## src/hdl/led_pkg.sv

```systemverilog
`timescale 1ns / 1ps

package led_pkg;

  localparam int BUF_DEPTH = 32;
  localparam int CNT_W     = $clog2(BUF_DEPTH);
  localparam int BYTE_W    = 8;
  localparam int KIND_W    = 2;
  localparam int LEN_W     = 5;
  localparam int CAP_W     = 6;

  localparam logic [CAP_W-1:0] CAP_RESET = CAP_W'(32);
  localparam logic [CAP_W-1:0] CAP_MIN   = CAP_W'(2);
  localparam logic [CAP_W-1:0] CAP_MAX   = CAP_W'(BUF_DEPTH);

  localparam logic [KIND_W-1:0] KIND_ECHO = 2'd0;
  localparam logic [KIND_W-1:0] KIND_CHAR = 2'd1;
  localparam logic [KIND_W-1:0] KIND_DONE = 2'd2;

  localparam logic [BYTE_W-1:0] CH_BS  = 8'd8;
  localparam logic [BYTE_W-1:0] CH_LF  = 8'd10;
  localparam logic [BYTE_W-1:0] CH_CR  = 8'd13;
  localparam logic [BYTE_W-1:0] CH_SP  = 8'd32;
  localparam logic [BYTE_W-1:0] CH_DEL = 8'd127;

  typedef struct packed {
    logic accept;
    logic echo_emit;
    logic rd_issue;
    logic char_emit;
    logic done_emit;
  } cmd_t;

  typedef struct packed {
    logic slot_free;
    logic echo_any;
    logic echo_last;
    logic line_end;
    logic rd_done;
  } sts_t;

endpackage

```

## src/hdl/led_ram.sv

```systemverilog
`timescale 1ns / 1ps

module led_ram #(
  parameter int WIDTH = 8,
  parameter int DEPTH = 32
) (
  input  logic                     clk_i,
  input  logic                     we_i,
  input  logic [$clog2(DEPTH)-1:0] waddr_i,
  input  logic [WIDTH-1:0]         wdata_i,
  input  logic                     re_i,
  input  logic [$clog2(DEPTH)-1:0] raddr_i,
  output logic [WIDTH-1:0]         rdata_o
);

  logic [WIDTH-1:0] mem_q [DEPTH];
  logic [WIDTH-1:0] rdata_q;

  always_ff @(posedge clk_i) begin
    if (we_i) begin
      mem_q[waddr_i] <= wdata_i;
    end
    if (re_i) begin
      rdata_q <= mem_q[raddr_i];
    end
  end

  assign rdata_o = rdata_q;

endmodule

```

## src/hdl/led_ctrl.sv

```systemverilog
`timescale 1ns / 1ps

module led_ctrl (
  input  logic          clk_i,
  input  logic          rst_ni,
  input  logic          in_valid_i,
  output logic          in_stall_o,
  input  led_pkg::sts_t sts_i,
  output led_pkg::cmd_t cmd_o
);

  localparam logic [2:0] ST_IDLE   = 3'd0;
  localparam logic [2:0] ST_DECIDE = 3'd1;
  localparam logic [2:0] ST_ECHO   = 3'd2;
  localparam logic [2:0] ST_READ   = 3'd3;
  localparam logic [2:0] ST_EMIT   = 3'd4;
  localparam logic [2:0] ST_DONE   = 3'd5;

  logic [2:0] state_q, state_d;

  always_comb begin
    state_d = state_q;
    cmd_o   = '0;
    case (state_q)
      ST_IDLE: begin
        if (in_valid_i) begin
          cmd_o.accept = 1'b1;
          state_d      = ST_DECIDE;
        end
      end
      ST_DECIDE: begin
        if (sts_i.echo_any) begin
          state_d = ST_ECHO;
        end else if (sts_i.line_end) begin
          state_d = ST_READ;
        end else begin
          state_d = ST_IDLE;
        end
      end
      ST_ECHO: begin
        if (sts_i.slot_free) begin
          cmd_o.echo_emit = 1'b1;
          if (sts_i.echo_last) begin
            state_d = sts_i.line_end ? ST_READ : ST_IDLE;
          end
        end
      end
      ST_READ: begin
        if (sts_i.rd_done) begin
          state_d = ST_DONE;
        end else begin
          cmd_o.rd_issue = 1'b1;
          state_d        = ST_EMIT;
        end
      end
      ST_EMIT: begin
        if (sts_i.slot_free) begin
          cmd_o.char_emit = 1'b1;
          state_d         = ST_READ;
        end
      end
      ST_DONE: begin
        if (sts_i.slot_free) begin
          cmd_o.done_emit = 1'b1;
          state_d         = ST_IDLE;
        end
      end
      default: begin
        state_d = ST_IDLE;
      end
    endcase
  end

  always_ff @(posedge clk_i or negedge rst_ni) begin
    if (!rst_ni) begin
      state_q <= ST_IDLE;
    end else begin
      state_q <= state_d;
    end
  end

  assign in_stall_o = (state_q != ST_IDLE);

endmodule

```

## src/hdl/led_dp.sv

```systemverilog
`timescale 1ns / 1ps

module led_dp (
  input  logic                           clk_i,
  input  logic                           rst_ni,
  input  logic [led_pkg::BYTE_W-1:0]     rx_byte_i,
  input  logic                           cfg_we_i,
  input  logic [led_pkg::CAP_W-1:0]      cfg_wdata_i,
  input  logic                           out_stall_i,
  output logic                           out_valid_o,
  output logic [led_pkg::KIND_W-1:0]     out_kind_o,
  output logic [led_pkg::BYTE_W-1:0]     out_byte_o,
  output logic [led_pkg::LEN_W-1:0]      line_length_o,
  output logic                           last_of_run_o,
  input  led_pkg::cmd_t                  cmd_i,
  output led_pkg::sts_t                  sts_o
);

  logic [led_pkg::BYTE_W-1:0] byte_in;
  logic                       is_bs, is_nl, bs_eff, plain;
  logic [led_pkg::CNT_W-1:0]  cnt_nxt, limit;
  logic                       end_nxt;

  logic [led_pkg::CNT_W-1:0]  count_q, rd_idx_q;
  logic [led_pkg::CAP_W-1:0]  cap_q;
  logic [1:0]                 echo_idx_q;
  logic                       end_q, any_q, triple_q, out_valid_q;
  logic [led_pkg::BYTE_W-1:0] byte_q;

  logic [led_pkg::KIND_W-1:0] kind_q;
  logic [led_pkg::BYTE_W-1:0] obyte_q;
  logic [led_pkg::LEN_W-1:0]  len_q;
  logic                       last_q;

  logic [led_pkg::BYTE_W-1:0] echo_byte, ram_rdata;
  logic                       echo_last, slot_free;

  assign byte_in = (rx_byte_i == led_pkg::CH_CR) ? led_pkg::CH_LF : rx_byte_i;
  assign is_bs   = (byte_in == led_pkg::CH_BS) || (byte_in == led_pkg::CH_DEL);
  assign is_nl   = (byte_in == led_pkg::CH_LF);
  assign bs_eff  = is_bs && (count_q != '0);
  assign plain   = !is_bs && !is_nl;

  always_comb begin
    cnt_nxt = count_q;
    if (bs_eff) begin
      cnt_nxt = count_q - 1'b1;
    end else if (plain) begin
      cnt_nxt = count_q + 1'b1;
    end
  end

  always_comb begin
    if (cap_q < led_pkg::CAP_MIN) begin
      limit = led_pkg::CNT_W'(led_pkg::CAP_MIN - 1'b1);
    end else if (cap_q > led_pkg::CAP_MAX) begin
      limit = led_pkg::CNT_W'(led_pkg::CAP_MAX - 1'b1);
    end else begin
      limit = led_pkg::CNT_W'(cap_q - 1'b1);
    end
  end

  assign end_nxt = is_nl || (cnt_nxt >= limit);

  assign echo_byte = triple_q ? ((echo_idx_q == 2'd1) ? led_pkg::CH_SP : led_pkg::CH_BS)
                              : byte_q;
  assign echo_last = triple_q ? (echo_idx_q == 2'd2) : 1'b1;
  assign slot_free = !out_valid_q || !out_stall_i;

  led_ram #(
    .WIDTH(led_pkg::BYTE_W),
    .DEPTH(led_pkg::BUF_DEPTH)
  ) u_store (
    .clk_i  (clk_i),
    .we_i   (cmd_i.accept && plain),
    .waddr_i(count_q),
    .wdata_i(byte_in),
    .re_i   (cmd_i.rd_issue),
    .raddr_i(rd_idx_q),
    .rdata_o(ram_rdata)
  );

  // control state
  always_ff @(posedge clk_i or negedge rst_ni) begin
    if (!rst_ni) begin
      count_q     <= '0;
      rd_idx_q    <= '0;
      cap_q       <= led_pkg::CAP_RESET;
      echo_idx_q  <= '0;
      end_q       <= 1'b0;
      any_q       <= 1'b0;
      triple_q    <= 1'b0;
      out_valid_q <= 1'b0;
    end else begin
      if (cfg_we_i) begin
        cap_q <= cfg_wdata_i;
      end
      if (cmd_i.accept) begin
        count_q    <= cnt_nxt;
        end_q      <= end_nxt;
        any_q      <= bs_eff || plain;
        triple_q   <= bs_eff;
        echo_idx_q <= '0;
        rd_idx_q   <= '0;
      end
      if (cmd_i.echo_emit) begin
        echo_idx_q <= echo_idx_q + 1'b1;
      end
      if (cmd_i.char_emit) begin
        rd_idx_q <= rd_idx_q + 1'b1;
      end
      if (cmd_i.done_emit) begin
        count_q <= '0;
      end
      if (cmd_i.echo_emit || cmd_i.char_emit || cmd_i.done_emit) begin
        out_valid_q <= 1'b1;
      end else if (!out_stall_i) begin
        out_valid_q <= 1'b0;
      end
    end
  end

  // payload
  always_ff @(posedge clk_i) begin
    if (cmd_i.accept) begin
      byte_q <= byte_in;
    end
    if (cmd_i.echo_emit) begin
      kind_q  <= led_pkg::KIND_ECHO;
      obyte_q <= echo_byte;
      len_q   <= '0;
      last_q  <= echo_last && !end_q;
    end else if (cmd_i.char_emit) begin
      kind_q  <= led_pkg::KIND_CHAR;
      obyte_q <= ram_rdata;
      len_q   <= '0;
      last_q  <= 1'b0;
    end else if (cmd_i.done_emit) begin
      kind_q  <= led_pkg::KIND_DONE;
      obyte_q <= '0;
      len_q   <= led_pkg::LEN_W'(count_q);
      last_q  <= 1'b1;
    end
  end

  assign sts_o.slot_free = slot_free;
  assign sts_o.echo_any  = any_q;
  assign sts_o.echo_last = echo_last;
  assign sts_o.line_end  = end_q;
  assign sts_o.rd_done   = (rd_idx_q == count_q);

  assign out_valid_o   = out_valid_q;
  assign out_kind_o    = kind_q;
  assign out_byte_o    = obyte_q;
  assign line_length_o = len_q;
  assign last_of_run_o = last_q;

endmodule

```

## src/hdl/line_editor_with_echo.sv

```systemverilog
// first result: accept in IDLE, then DECIDE, then ECHO loads the output register;
// further echoes follow one per cycle while the output is not stalled
// line readout: each stored character is read (READ) and emitted (EMIT), then DONE emits the
// done result; input stalls while busy, a new byte is taken only in IDLE
// reset: count cleared, capacity 32, output empty; store contents undefined, no clearing pass
`timescale 1ns / 1ps

module line_editor_with_echo (
  input  logic                           clk_i,
  input  logic                           rst_ni,
  input  logic                           in_valid_i,
  output logic                           in_stall_o,
  input  logic [led_pkg::BYTE_W-1:0]     rx_byte_i,
  input  logic                           cfg_we_i,
  input  logic [led_pkg::CAP_W-1:0]      cfg_wdata_i,
  output logic                           out_valid_o,
  input  logic                           out_stall_i,
  output logic [led_pkg::KIND_W-1:0]     out_kind_o,
  output logic [led_pkg::BYTE_W-1:0]     out_byte_o,
  output logic [led_pkg::LEN_W-1:0]      line_length_o,
  output logic                           last_of_run_o
);

  led_pkg::cmd_t cmd;
  led_pkg::sts_t sts;

  led_ctrl u_ctrl (
    .clk_i     (clk_i),
    .rst_ni    (rst_ni),
    .in_valid_i(in_valid_i),
    .in_stall_o(in_stall_o),
    .sts_i     (sts),
    .cmd_o     (cmd)
  );

  led_dp u_dp (
    .clk_i        (clk_i),
    .rst_ni       (rst_ni),
    .rx_byte_i    (rx_byte_i),
    .cfg_we_i     (cfg_we_i),
    .cfg_wdata_i  (cfg_wdata_i),
    .out_stall_i  (out_stall_i),
    .out_valid_o  (out_valid_o),
    .out_kind_o   (out_kind_o),
    .out_byte_o   (out_byte_o),
    .line_length_o(line_length_o),
    .last_of_run_o(last_of_run_o),
    .cmd_i        (cmd),
    .sts_o        (sts)
  );

  a_busy_after_accept: assert property (@(posedge clk_i) disable iff (!rst_ni)
    (in_valid_i && !in_stall_o) |=> in_stall_o)
    else $error("input not stalled after transaction");

  a_kind_legal: assert property (@(posedge clk_i) disable iff (!rst_ni)
    out_valid_o |-> (out_kind_o <= led_pkg::KIND_DONE))
    else $error("illegal result kind");

  a_done_is_last: assert property (@(posedge clk_i) disable iff (!rst_ni)
    (out_valid_o && out_kind_o == led_pkg::KIND_DONE) |-> (last_of_run_o && out_byte_o == '0))
    else $error("done result malformed");

  a_len_only_on_done: assert property (@(posedge clk_i) disable iff (!rst_ni)
    (out_valid_o && out_kind_o != led_pkg::KIND_DONE) |-> (line_length_o == '0))
    else $error("length set on non-done result");

  a_char_not_last: assert property (@(posedge clk_i) disable iff (!rst_ni)
    (out_valid_o && out_kind_o == led_pkg::KIND_CHAR) |-> !last_of_run_o)
    else $error("line character flagged last");

endmodule

```

## config.mk

```make
export PLATFORM = sky130hd
export DESIGN_NAME = line_editor_with_echo
export DESIGN_NICKNAME = d
export VERILOG_FILES = /design/src/hdl/led_pkg.sv /design/src/hdl/led_ram.sv /design/src/hdl/led_ctrl.sv /design/src/hdl/led_dp.sv /design/src/hdl/line_editor_with_echo.sv
export SDC_FILE = /design/constraint.sdc
export NUM_CORES = 1
export LEC_CHECK = 0
export ABC_AREA = 0
export BUFFER_PORTS_ARGS = -buffer_cell sky130_fd_sc_hd__buf_4
export CAP_MARGIN = 20
export CORE_MARGIN = 2
export CORE_UTILIZATION = 60
export CTS_CLUSTER_SIZE = 25
export DETAILED_ROUTE_END_ITERATION = 8
export GPL_TIMING_DRIVEN = 0
export PLACE_DENSITY = 0.82
export SKIP_LAST_GASP = 1
export SYNTH_ARGS = -nofsm -noshare
export SYNTH_HDL_FRONTEND = slang
export SYNTH_SLANG_ARGS = --single-unit
```

## constraint.sdc

```tcl
create_clock -name clk_i -period 4.4 [get_ports clk_i]
set_input_delay 0.66 -clock clk_i [delete_from_list [all_inputs] [get_ports clk_i]]
set_output_delay 0.66 -clock clk_i [all_outputs]
set_load 0.005 [all_outputs]
```

==> results of run 1 <==
[power by group through the flow]
stage | Sequential (uW) | Clock, uW | Combinational [uW]
2_1_floorplan | 3640 | 0 | 1530
3_3_place_gp | 3660 | 0 | 2140
6_report | 3610 | 2540 | 2290
5_1_grt | 3630 | 2650 | 2450
3_5_place_dp | 3670 | 0 | 2240
4_1_cts | 3610 | 2550 | 2270
[logic make-up after synthesis]
kind of cell | synth area share
compound gates | 0.0486
xor+xnor | 0.00744
fa+ha+maj | 0.0135
buf+inv | 0.0204
flops | 0.711
mux | 0.145
simple gates | 0.0535
[worst max-delay path, cell delays in order, from the launching register on]
cell and delay [ns]:
sky130_fd_sc_hd__dfrtp_1 0.36, sky130_fd_sc_hd__clkbuf_1 0.21, sky130_fd_sc_hd__nor2_1 0.37, sky130_fd_sc_hd__nand2_1 0.27, sky130_fd_sc_hd__nor3_1 0.40, sky130_fd_sc_hd__nand2_1 0.46
sky130_fd_sc_hd__nor2_1 0.79
[registers in the layout (all words and copies together) (netlist names), 2 cells and up]
name	flops
u_dp.rd_idx_q	5
u_dp.u_store.mem_q	256
u_dp.line_length_o	5
u_dp.byte_q	8
u_dp.cap_q	6
u_dp.count_q	5
u_dp.echo_idx_q	2
u_dp.out_byte_o	8
u_dp.u_store.rdata_o	8
u_ctrl.state_q	3
u_dp.out_kind_o	2
[worst max path at each step]
stage | slack, ns | startpoint | endpoint
5_1_grt | 0.90 | u_ctrl.state_q[0]$_DFFE_PN0P_ | u_dp.u_store.mem_q[1][2]$_DFFE_PP_
3_3_place_gp | -0.36 | rx_byte_i[3] | u_dp.u_store.mem_q[12][2]$_DFFE_PP_
2_1_floorplan | 1.50 | rx_byte_i[3] | u_dp.byte_q[0]$_DFFE_PP_
4_1_cts | 1.20 | u_ctrl.state_q[0]$_DFFE_PN0P_ | u_dp.u_store.mem_q[12][4]$_DFFE_PP_
6_report | 1.14 | u_ctrl.state_q[0]$_DFFE_PN0P_ | u_dp.u_store.mem_q[12][1]$_DFFE_PP_
3_5_place_dp | 1.03 | rx_byte_i[7] | u_dp.end_q$_DFFE_PN0P_
[cell type report]
cell class	instances	area [sq um]	area share
tap	275	344	0.0234
sequential	313	9210	0.627
inverter	17	63.8	0.00435
clock inverter	20	171	0.0117
multi-input combinational	361	3490	0.238
buffer	45	201	0.0137
clock buffer	36	805	0.0548
timing repair buffer	43	398	0.0271
[per-stage QoR]
stage / setup WS, ns / TNS (ns) / hold slack [ns] / utilization
after global routing: 0.904 / 0 / 0.0316 / 0.696
after floorplan: 1.50 / 0 / 0.364 / -
after detailed placement: 1.03 / 0 / 0.461 / 0.649
after CTS: 1.20 / 0 / 0.00885 / 0.695
after global placement: -0.361 / -16.73 / 0.434 / 0.643
final: 1.14 / 0 / 0.0103 / 0.696
[layer usage]
| layer | vias to the layer above | share of wire | track usage |
|---|---|---|---|
| li1 | 3075 | - | - |
| met1 | 3679 | 0.37 | 0.356 |
| met2 | 421 | 0.51 | 0.441 |
| met3 | 67 | 0.091 | 0.0524 |
| met4 | 0 | 0.032 | 0.0902 |
| met5 | - | 0 | 0 |
[cell usage after synthesis (3+ instances only)]
master	n
sky130_fd_sc_hd__clkbuf_1	25
sky130_fd_sc_hd__nand2_1	29
sky130_fd_sc_hd__nor3_1	6
sky130_fd_sc_hd__mux2_2	4
sky130_fd_sc_hd__a31oi_1	3
sky130_fd_sc_hd__a21oi_1	9
sky130_fd_sc_hd__a22o_1	14
sky130_fd_sc_hd__a2bb2oi_1	3
sky130_fd_sc_hd__o22ai_1	4
sky130_fd_sc_hd__mux2i_1	38
sky130_fd_sc_hd__a221oi_1	8
sky130_fd_sc_hd__o21ai_0	24
sky130_fd_sc_hd__mux4_2	64
sky130_fd_sc_hd__inv_1	17
sky130_fd_sc_hd__dfxtp_1	7
sky130_fd_sc_hd__a21boi_0	5
sky130_fd_sc_hd__or3_1	5
sky130_fd_sc_hd__buf_2	8
sky130_fd_sc_hd__buf_4	4
sky130_fd_sc_hd__ha_1	14
sky130_fd_sc_hd__edfxtp_1	281
sky130_fd_sc_hd__and3_1	3
sky130_fd_sc_hd__nor2b_1	5
sky130_fd_sc_hd__nand3b_1	5
sky130_fd_sc_hd__nor2_1	55
sky130_fd_sc_hd__dfrtp_1	24
sky130_fd_sc_hd__nand3_1	10
sky130_fd_sc_hd__xor2_1	6
sky130_fd_sc_hd__buf_1	7
sky130_fd_sc_hd__xnor2_1	5
sky130_fd_sc_hd__nand4_1	4
==> summary.txt, run 1 <==
Outcome
  • Status: finished clean

Clock tree
  • TritonCTS clock tree: done
  • Total CTS buffers: 30
  • Number of buffers inserted to repair setup after CTS: 0
  • Clock Sinks: around 310
  • Clock edge transition at the registers on the reported setup and hold paths: 0.07 ns
  • CTS Root Buffer Type: sky130_fd_sc_hd__clkbuf_16
  • Number of resized instances in the post-cts repair step: 0
  • # H-tree levels: 1
  • Hold Buf Count CTS: 0
  • Later-pin clock latency in the skew report: 0.56 ns
  • Number of buffers between clock root and the deepest sink: 3

Placed design
  • Gp weighted congestion: approximately 0.87
  • Placed Cells: between 1,000 and 1,500
  • Total cell area at the placement stage: 0.0137 sq mm
  • Number of I/O port buffers: 35
  • DP Wirelength: about 19,000 microns

Critical path
  • Startpoint Class: flop
  • Worst endpoint required time: about 4.6 ns
  • R2R Path End: u_dp.u_store.mem_q[12][1]$_DFFE_PP_
  • WS Path Type: reg2reg
  • Worst Reg-to-Reg Cells: 6
  • Max FO, Critical Path: 10
  • Reg2Reg Launch Point: u_ctrl.state_q[0]$_DFFE_PN0P_
  • Register-to-register setup slack: between 1 and 1.5 ns
  • Arrival time at the worst endpoint: roughly 3.4 ns
  • Kind of end point of the critical path: flop

Timing
  • Pins over their slew limit: 0
  • Post-Route Skew: 0.0223 ns
  • Final critical-path required period: 3.26 ns
  • RSZ-0062 raised after global routing: no
  • Slew headroom: 0.383
  • Final Hold Vio Count: 0
  • Actual slew at the worst max-slew pin: 0.920 ns
  • Final clock period utilization by the worst path: 0.740
  • Maximum clock frequency: 307 MHz
  • Final setup viols: 0

Cells and area
  • Syn-to-layout area delta: 13.4%
  • Leading cell types in the layout, fill and taps excluded: sky130_fd_sc_hd__edfxtp_1, sky130_fd_sc_hd__mux4_2, sky130_fd_sc_hd__nor2_1
  • Final non-filler cell total: about 1,100
  • Final cell area excluding filler cells: 0.0147 sq mm
  • Share of cells above drive strength 1: 0.224
  • Most common cell after layout, fill and taps aside: sky130_fd_sc_hd__edfxtp_1
  • Filler Cell Count: 1,320
  • NumNets Final: 844
  • Number of inserted diodes: 0

Global routing
  • Pin count of the biggest net entering global routing: 34
  • Remaining global-route overflow: 0
  • Number of global-route vias before repair: roughly 7,400
  • Overall routing resource usage: 0.265
  • Wire length of the first global-routing pass: around 44,000 microns
  • Initial antenna violation count: 0

Die
  • Total core area: 0.0211 sq mm
  • Row Count: between 50 and 60
  • Die width: 151 microns
  • IO Pins: 37
  • Die Y: 151 microns
  • Initial Utilization: 0.614
  • Total die area: 0.0228 sq mm

Run
  • Max-cap check violation count: 0

Routing
  • Post-route antenna net violation count: 0
  • Drt total wl: 29,000 microns
  • Initial detailed-routing violation count: 779
  • Wirelength per Cell: between 20 and 30 microns
  • First-pass detailed-route iteration total: 6
  • DR vias: just over 7,000
  • Vias per std cell: 6.52
  • DRC viols: 0

Synthesis
  • Number of synthesized register bits: around 310
  • Number of flops mapped to enable cells by yosys: 281
  • Synth unique cells: 65
  • Yosys synthesis warning count: 0
  • Seq/Total Area, Yosys: 0.711
  • Post-synthesis instance total: 736
  • Post-synth top area share: 0.652
  • Share of flip-flops with an asynchronous set or reset after synthesis: 0.0799
  • Post-synthesis net count: 769
  • Synth top area cells: sky130_fd_sc_hd__edfxtp_1, sky130_fd_sc_hd__mux4_2, sky130_fd_sc_hd__dfrtp_1, sky130_fd_sc_hd__mux2i_1, sky130_fd_sc_hd__nor2_1
  • Dominant cell type by area after synthesis: sky130_fd_sc_hd__edfxtp_1
  • Post-Syn Area per Cell: about 18 sq um
  • Dominant register cell in the synthesized netlist: sky130_fd_sc_hd__edfxtp_1
  • Netlist area before placement: 0.0129 sq mm

Power
  • Relative contribution of combinational cells to total power: 0.271
  • Power density relative to cell area: 575 mW/mm^2
  • Final total power: 8440 uW
  • Switching power of the nets: roughly 2500 uW
  • Sequential power share: 0.428
  • Clock power frac: 0.301
  • Sw frac: 0.295
  • Peak supply drop: 0.386 mV
  • Internal Pwr Total: between 5000 and 6000 uW
  • Leakage: 0.00490 uW

Hold path
  • Worst Hold Class: in2async
Power figures use the tool's default switching activity.
==> inputs of run 2 (changes only) <==
CORE_UTILIZATION = 56   (was 60)
PLACE_DENSITY = 0.81   (was 0.82)
clock period = 2.85 ns   (was 4.4 ns; I/O delays follow)
==> summary.txt, run 2 (synthesis gave the netlist of run 1 again) <==
Outcome
  • Status: finished, violations left
  • Failing checks: setup timing

Routing
  • DR vias: 7,109 (-1.8%)
  • Initial detailed-routing violation count: 788 (+1.2%)
  • Post-route antenna net violation count: 0 (unchanged)
  • First-pass detailed-route iteration total: 5 (-1)
  • DRC viols: 0 (unchanged)
  • Drt total wl: 27,400 microns (-5.5%)
  • Vias per std cell: 6.35 (-2.6%)
  • Wirelength per Cell: 24.5 microns (-6.2%)

Timing
  • Post-Route Skew: 0.00708 ns (-0.0152 ns)
  • Final critical-path required period: 2.85 ns
  • RSZ-0062 raised after global routing: yes
  • Pins over their slew limit: 0 (unchanged)
  • Slew headroom: 0.301 (-0.0816)
  • Final clock period utilization by the worst path: 1.00
  • Actual slew at the worst max-slew pin: 1.05 ns (+0.125 ns)
  • Maximum clock frequency: roughly 350 MHz
  • Smallest setup slack after layout: -0.00207 ns (-1.15 ns)
  • Final Hold Vio Count: 0 (unchanged)
  • Final setup viols: 1 (+1)

Clock tree
  • Number of buffers between clock root and the deepest sink: 3 (unchanged)
  • Clock Sinks: 313 (unchanged)
  • Clock edge transition at the registers on the reported setup and hold paths: 0.06 ns (about the same)
  • Later-pin clock latency in the skew report: 0.55 ns (about the same)
  • CTS Root Buffer Type: sky130_fd_sc_hd__clkbuf_16
  • # H-tree levels: 1 (unchanged)
  • TritonCTS clock tree: done
  • Total CTS buffers: 30 (unchanged)

Power
  • Final total power: 13,000 uW (+54%)
  • Peak supply drop: 0.523 mV (+36%)
  • Power density relative to cell area: 874 mW/mm^2 (+52%)
  • Leakage: 0.00489 uW (about the same)

Critical path
  • Reg2Reg Launch Point: u_dp.count_q[0]$_DFFE_PN0P_
  • WS Path Type: in2reg
  • Critical Path, Cell by Cell: buf_4 -> or4b_4 -> a211oi_1 -> or2_2 -> mux2i_1 -> o21bai_1 -> ha_1 -> a21boi_0 -> o21ai_0 -> a21oi_1 -> a2bb2oi_1
  • Register-to-register setup slack: 0.07 ns (-1.07 ns)
  • Startpoint Class: input pin
  • Number of logic stages on the critical path including buffering: 11 (+5)
  • Launching instance or port of the critical path: rx_byte_i[7]
  • Worst endpoint required time: 3.32 ns (-1.25 ns)
  • Max FO, Critical Path: 4 (-6)
  • Kind of end point of the critical path: flop
  • Buffers plus inverters on the worst setup path: 1 (unchanged)
  • Slowest CP cell: sky130_fd_sc_hd__or4b_4
  • Endpoint of the most critical setup path: u_dp.end_q$_DFFE_PN0P_
  • Cell family with the largest share of critical-path delay: compound AO/OA/AOI/OAI gates
  • Arrival time at the worst endpoint: 3.32 ns (-0.11 ns)
  • Maximum single-stage delay on the critical path: 0.56 ns (-0.23 ns)
  • Worst Reg-to-Reg Cells: 12 (+6)
  • R2R Path End: u_dp.end_q$_DFFE_PN0P_

Die
  • Initial Utilization: 0.572 (-0.0421)
  • Row Count: 55 (+3.8%)
  • IO Pins: 37 (unchanged)
  • Total die area: 0.0243 sq mm (+6.9%)
  • Die width: 156 microns (+3.4%)
  • Die Y: 156 microns (+3.4%)
  • Total core area: 0.0226 sq mm (+7.4%)

Cells and area
  • Syn-to-layout area delta: 15.1%
  • Register with the highest flop count: u_dp.u_store.mem_q
  • NumNets Final: 849 (+0.59%)
  • Largest register FFs: 256 (unchanged)
  • Post-layout util: 0.658 (-0.0378)
  • Final non-filler cell total: 1,119 (+0.81%)
  • Leading cell types in the layout, fill and taps excluded: sky130_fd_sc_hd__edfxtp_1, sky130_fd_sc_hd__mux4_2, sky130_fd_sc_hd__buf_4
  • Share of cells above drive strength 1: 0.278 (+0.0542)
  • Most common cell after layout, fill and taps aside: sky130_fd_sc_hd__edfxtp_1
  • Final cell area excluding filler cells: 0.0149 sq mm (+1.5%)
  • Number of inserted diodes: 0 (unchanged)

Global routing
  • Wire length of the first global-routing pass: 41,100 microns (-6.7%)
  • Initial antenna violation count: 0 (unchanged)
  • Pin count of the biggest net entering global routing: 34 (unchanged)
  • Overall routing resource usage: 0.226 (-0.0387)
  • Number of global-route vias before repair: 7,023 (-4.5%)
  • Remaining global-route overflow: 0 (unchanged)

Placed design
  • Placed Cells: 1,061 (+0.86%)
  • Post-place setup slack: -0.255 ns (-1.28 ns)
  • DP Wirelength: 17,100 microns (-8.0%)
  • Number of I/O port buffers: 35 (unchanged)
  • Gp weighted congestion: 0.872 (+0.41%)
  • Total cell area at the placement stage: 0.0137 sq mm (-0.11%)

Hold path
  • Startpoint of the worst hold path: cfg_wdata_i[0]
  • Worst Hold Class: in2reg

Run
  • Max-cap check violation count: 0 (unchanged)
[run 2: report_power, final]
group / switching [uW] / total, uW / internal (uW)
Clock: 1590 / 3750 / 2150
Combinational: 2100 / 3720 / 1620
Sequential: 149 / 5560 / 5410
Total: 3840 / 13000 / 9180
[run 2: area by class of cell]
class | instances | area, sq um
multi-input combinational | 361 | 3750
buffer | 44 | 200
clock inverter | 9 | 93.8
tap | 285 | 357
inverter | 17 | 63.8
sequential | 313 | 9210
timing repair buffer | 49 | 410
clock buffer | 41 | 813
fill | 1431 | 7740
[run 2: metrics by stage]
stage,hold WS (ns),setup TNS (ns)
global placement,0.362,-168.88
detailed placement,0.361,-42.45
finish,0.0973,-0.00207
floorplan,0.132,0
global route,0.0965,-2.81
CTS,0.0859,-30.33
[run 2: how the worst min path moves through the flow]
stage / to / depth (start not counted)
detailed placement: u_dp.cap_q[1]$_DFFE_PN0P_ / 1
global placement: u_dp.cap_q[2]$_DFFE_PN0P_ / 1
floorplan: u_ctrl.state_q[0]$_DFFE_PN0P_ / 0
finish: u_dp.cap_q[0]$_DFFE_PN0P_ / 3
CTS: u_dp.cap_q[0]$_DFFE_PN0P_ / 3
global route: u_dp.cap_q[1]$_DFFE_PN0P_ / 3
[run 2: tightest hold or removal path: stages]
cell and delay [ns]:
sky130_fd_sc_hd__buf_4 0.07, sky130_fd_sc_hd__nand2_1 0.04, sky130_fd_sc_hd__o21ai_0 0.06
[run 2: per-layer routing]
metal | vias up | wire length, microns | global-route usage
li1 | 3094 | - | -
met1 | 3610 | 10500 | 0.313
met2 | 343 | 13900 | 0.380
met3 | 62 | 2300 | 0.0353
met4 | 0 | 745 | 0.0612
met5 | - | 0 | 0
[run 2: repair_timing]
action | 4_1_cts | 5_1_grt
pin swaps | 0 | 2
setup buffers | 0 | 8
resized for setup | 38 | 35
endpoints found under the hold margin | 24 | 0
setup endpoints to repair | 257 | 263
hold buffers | 1 | 0
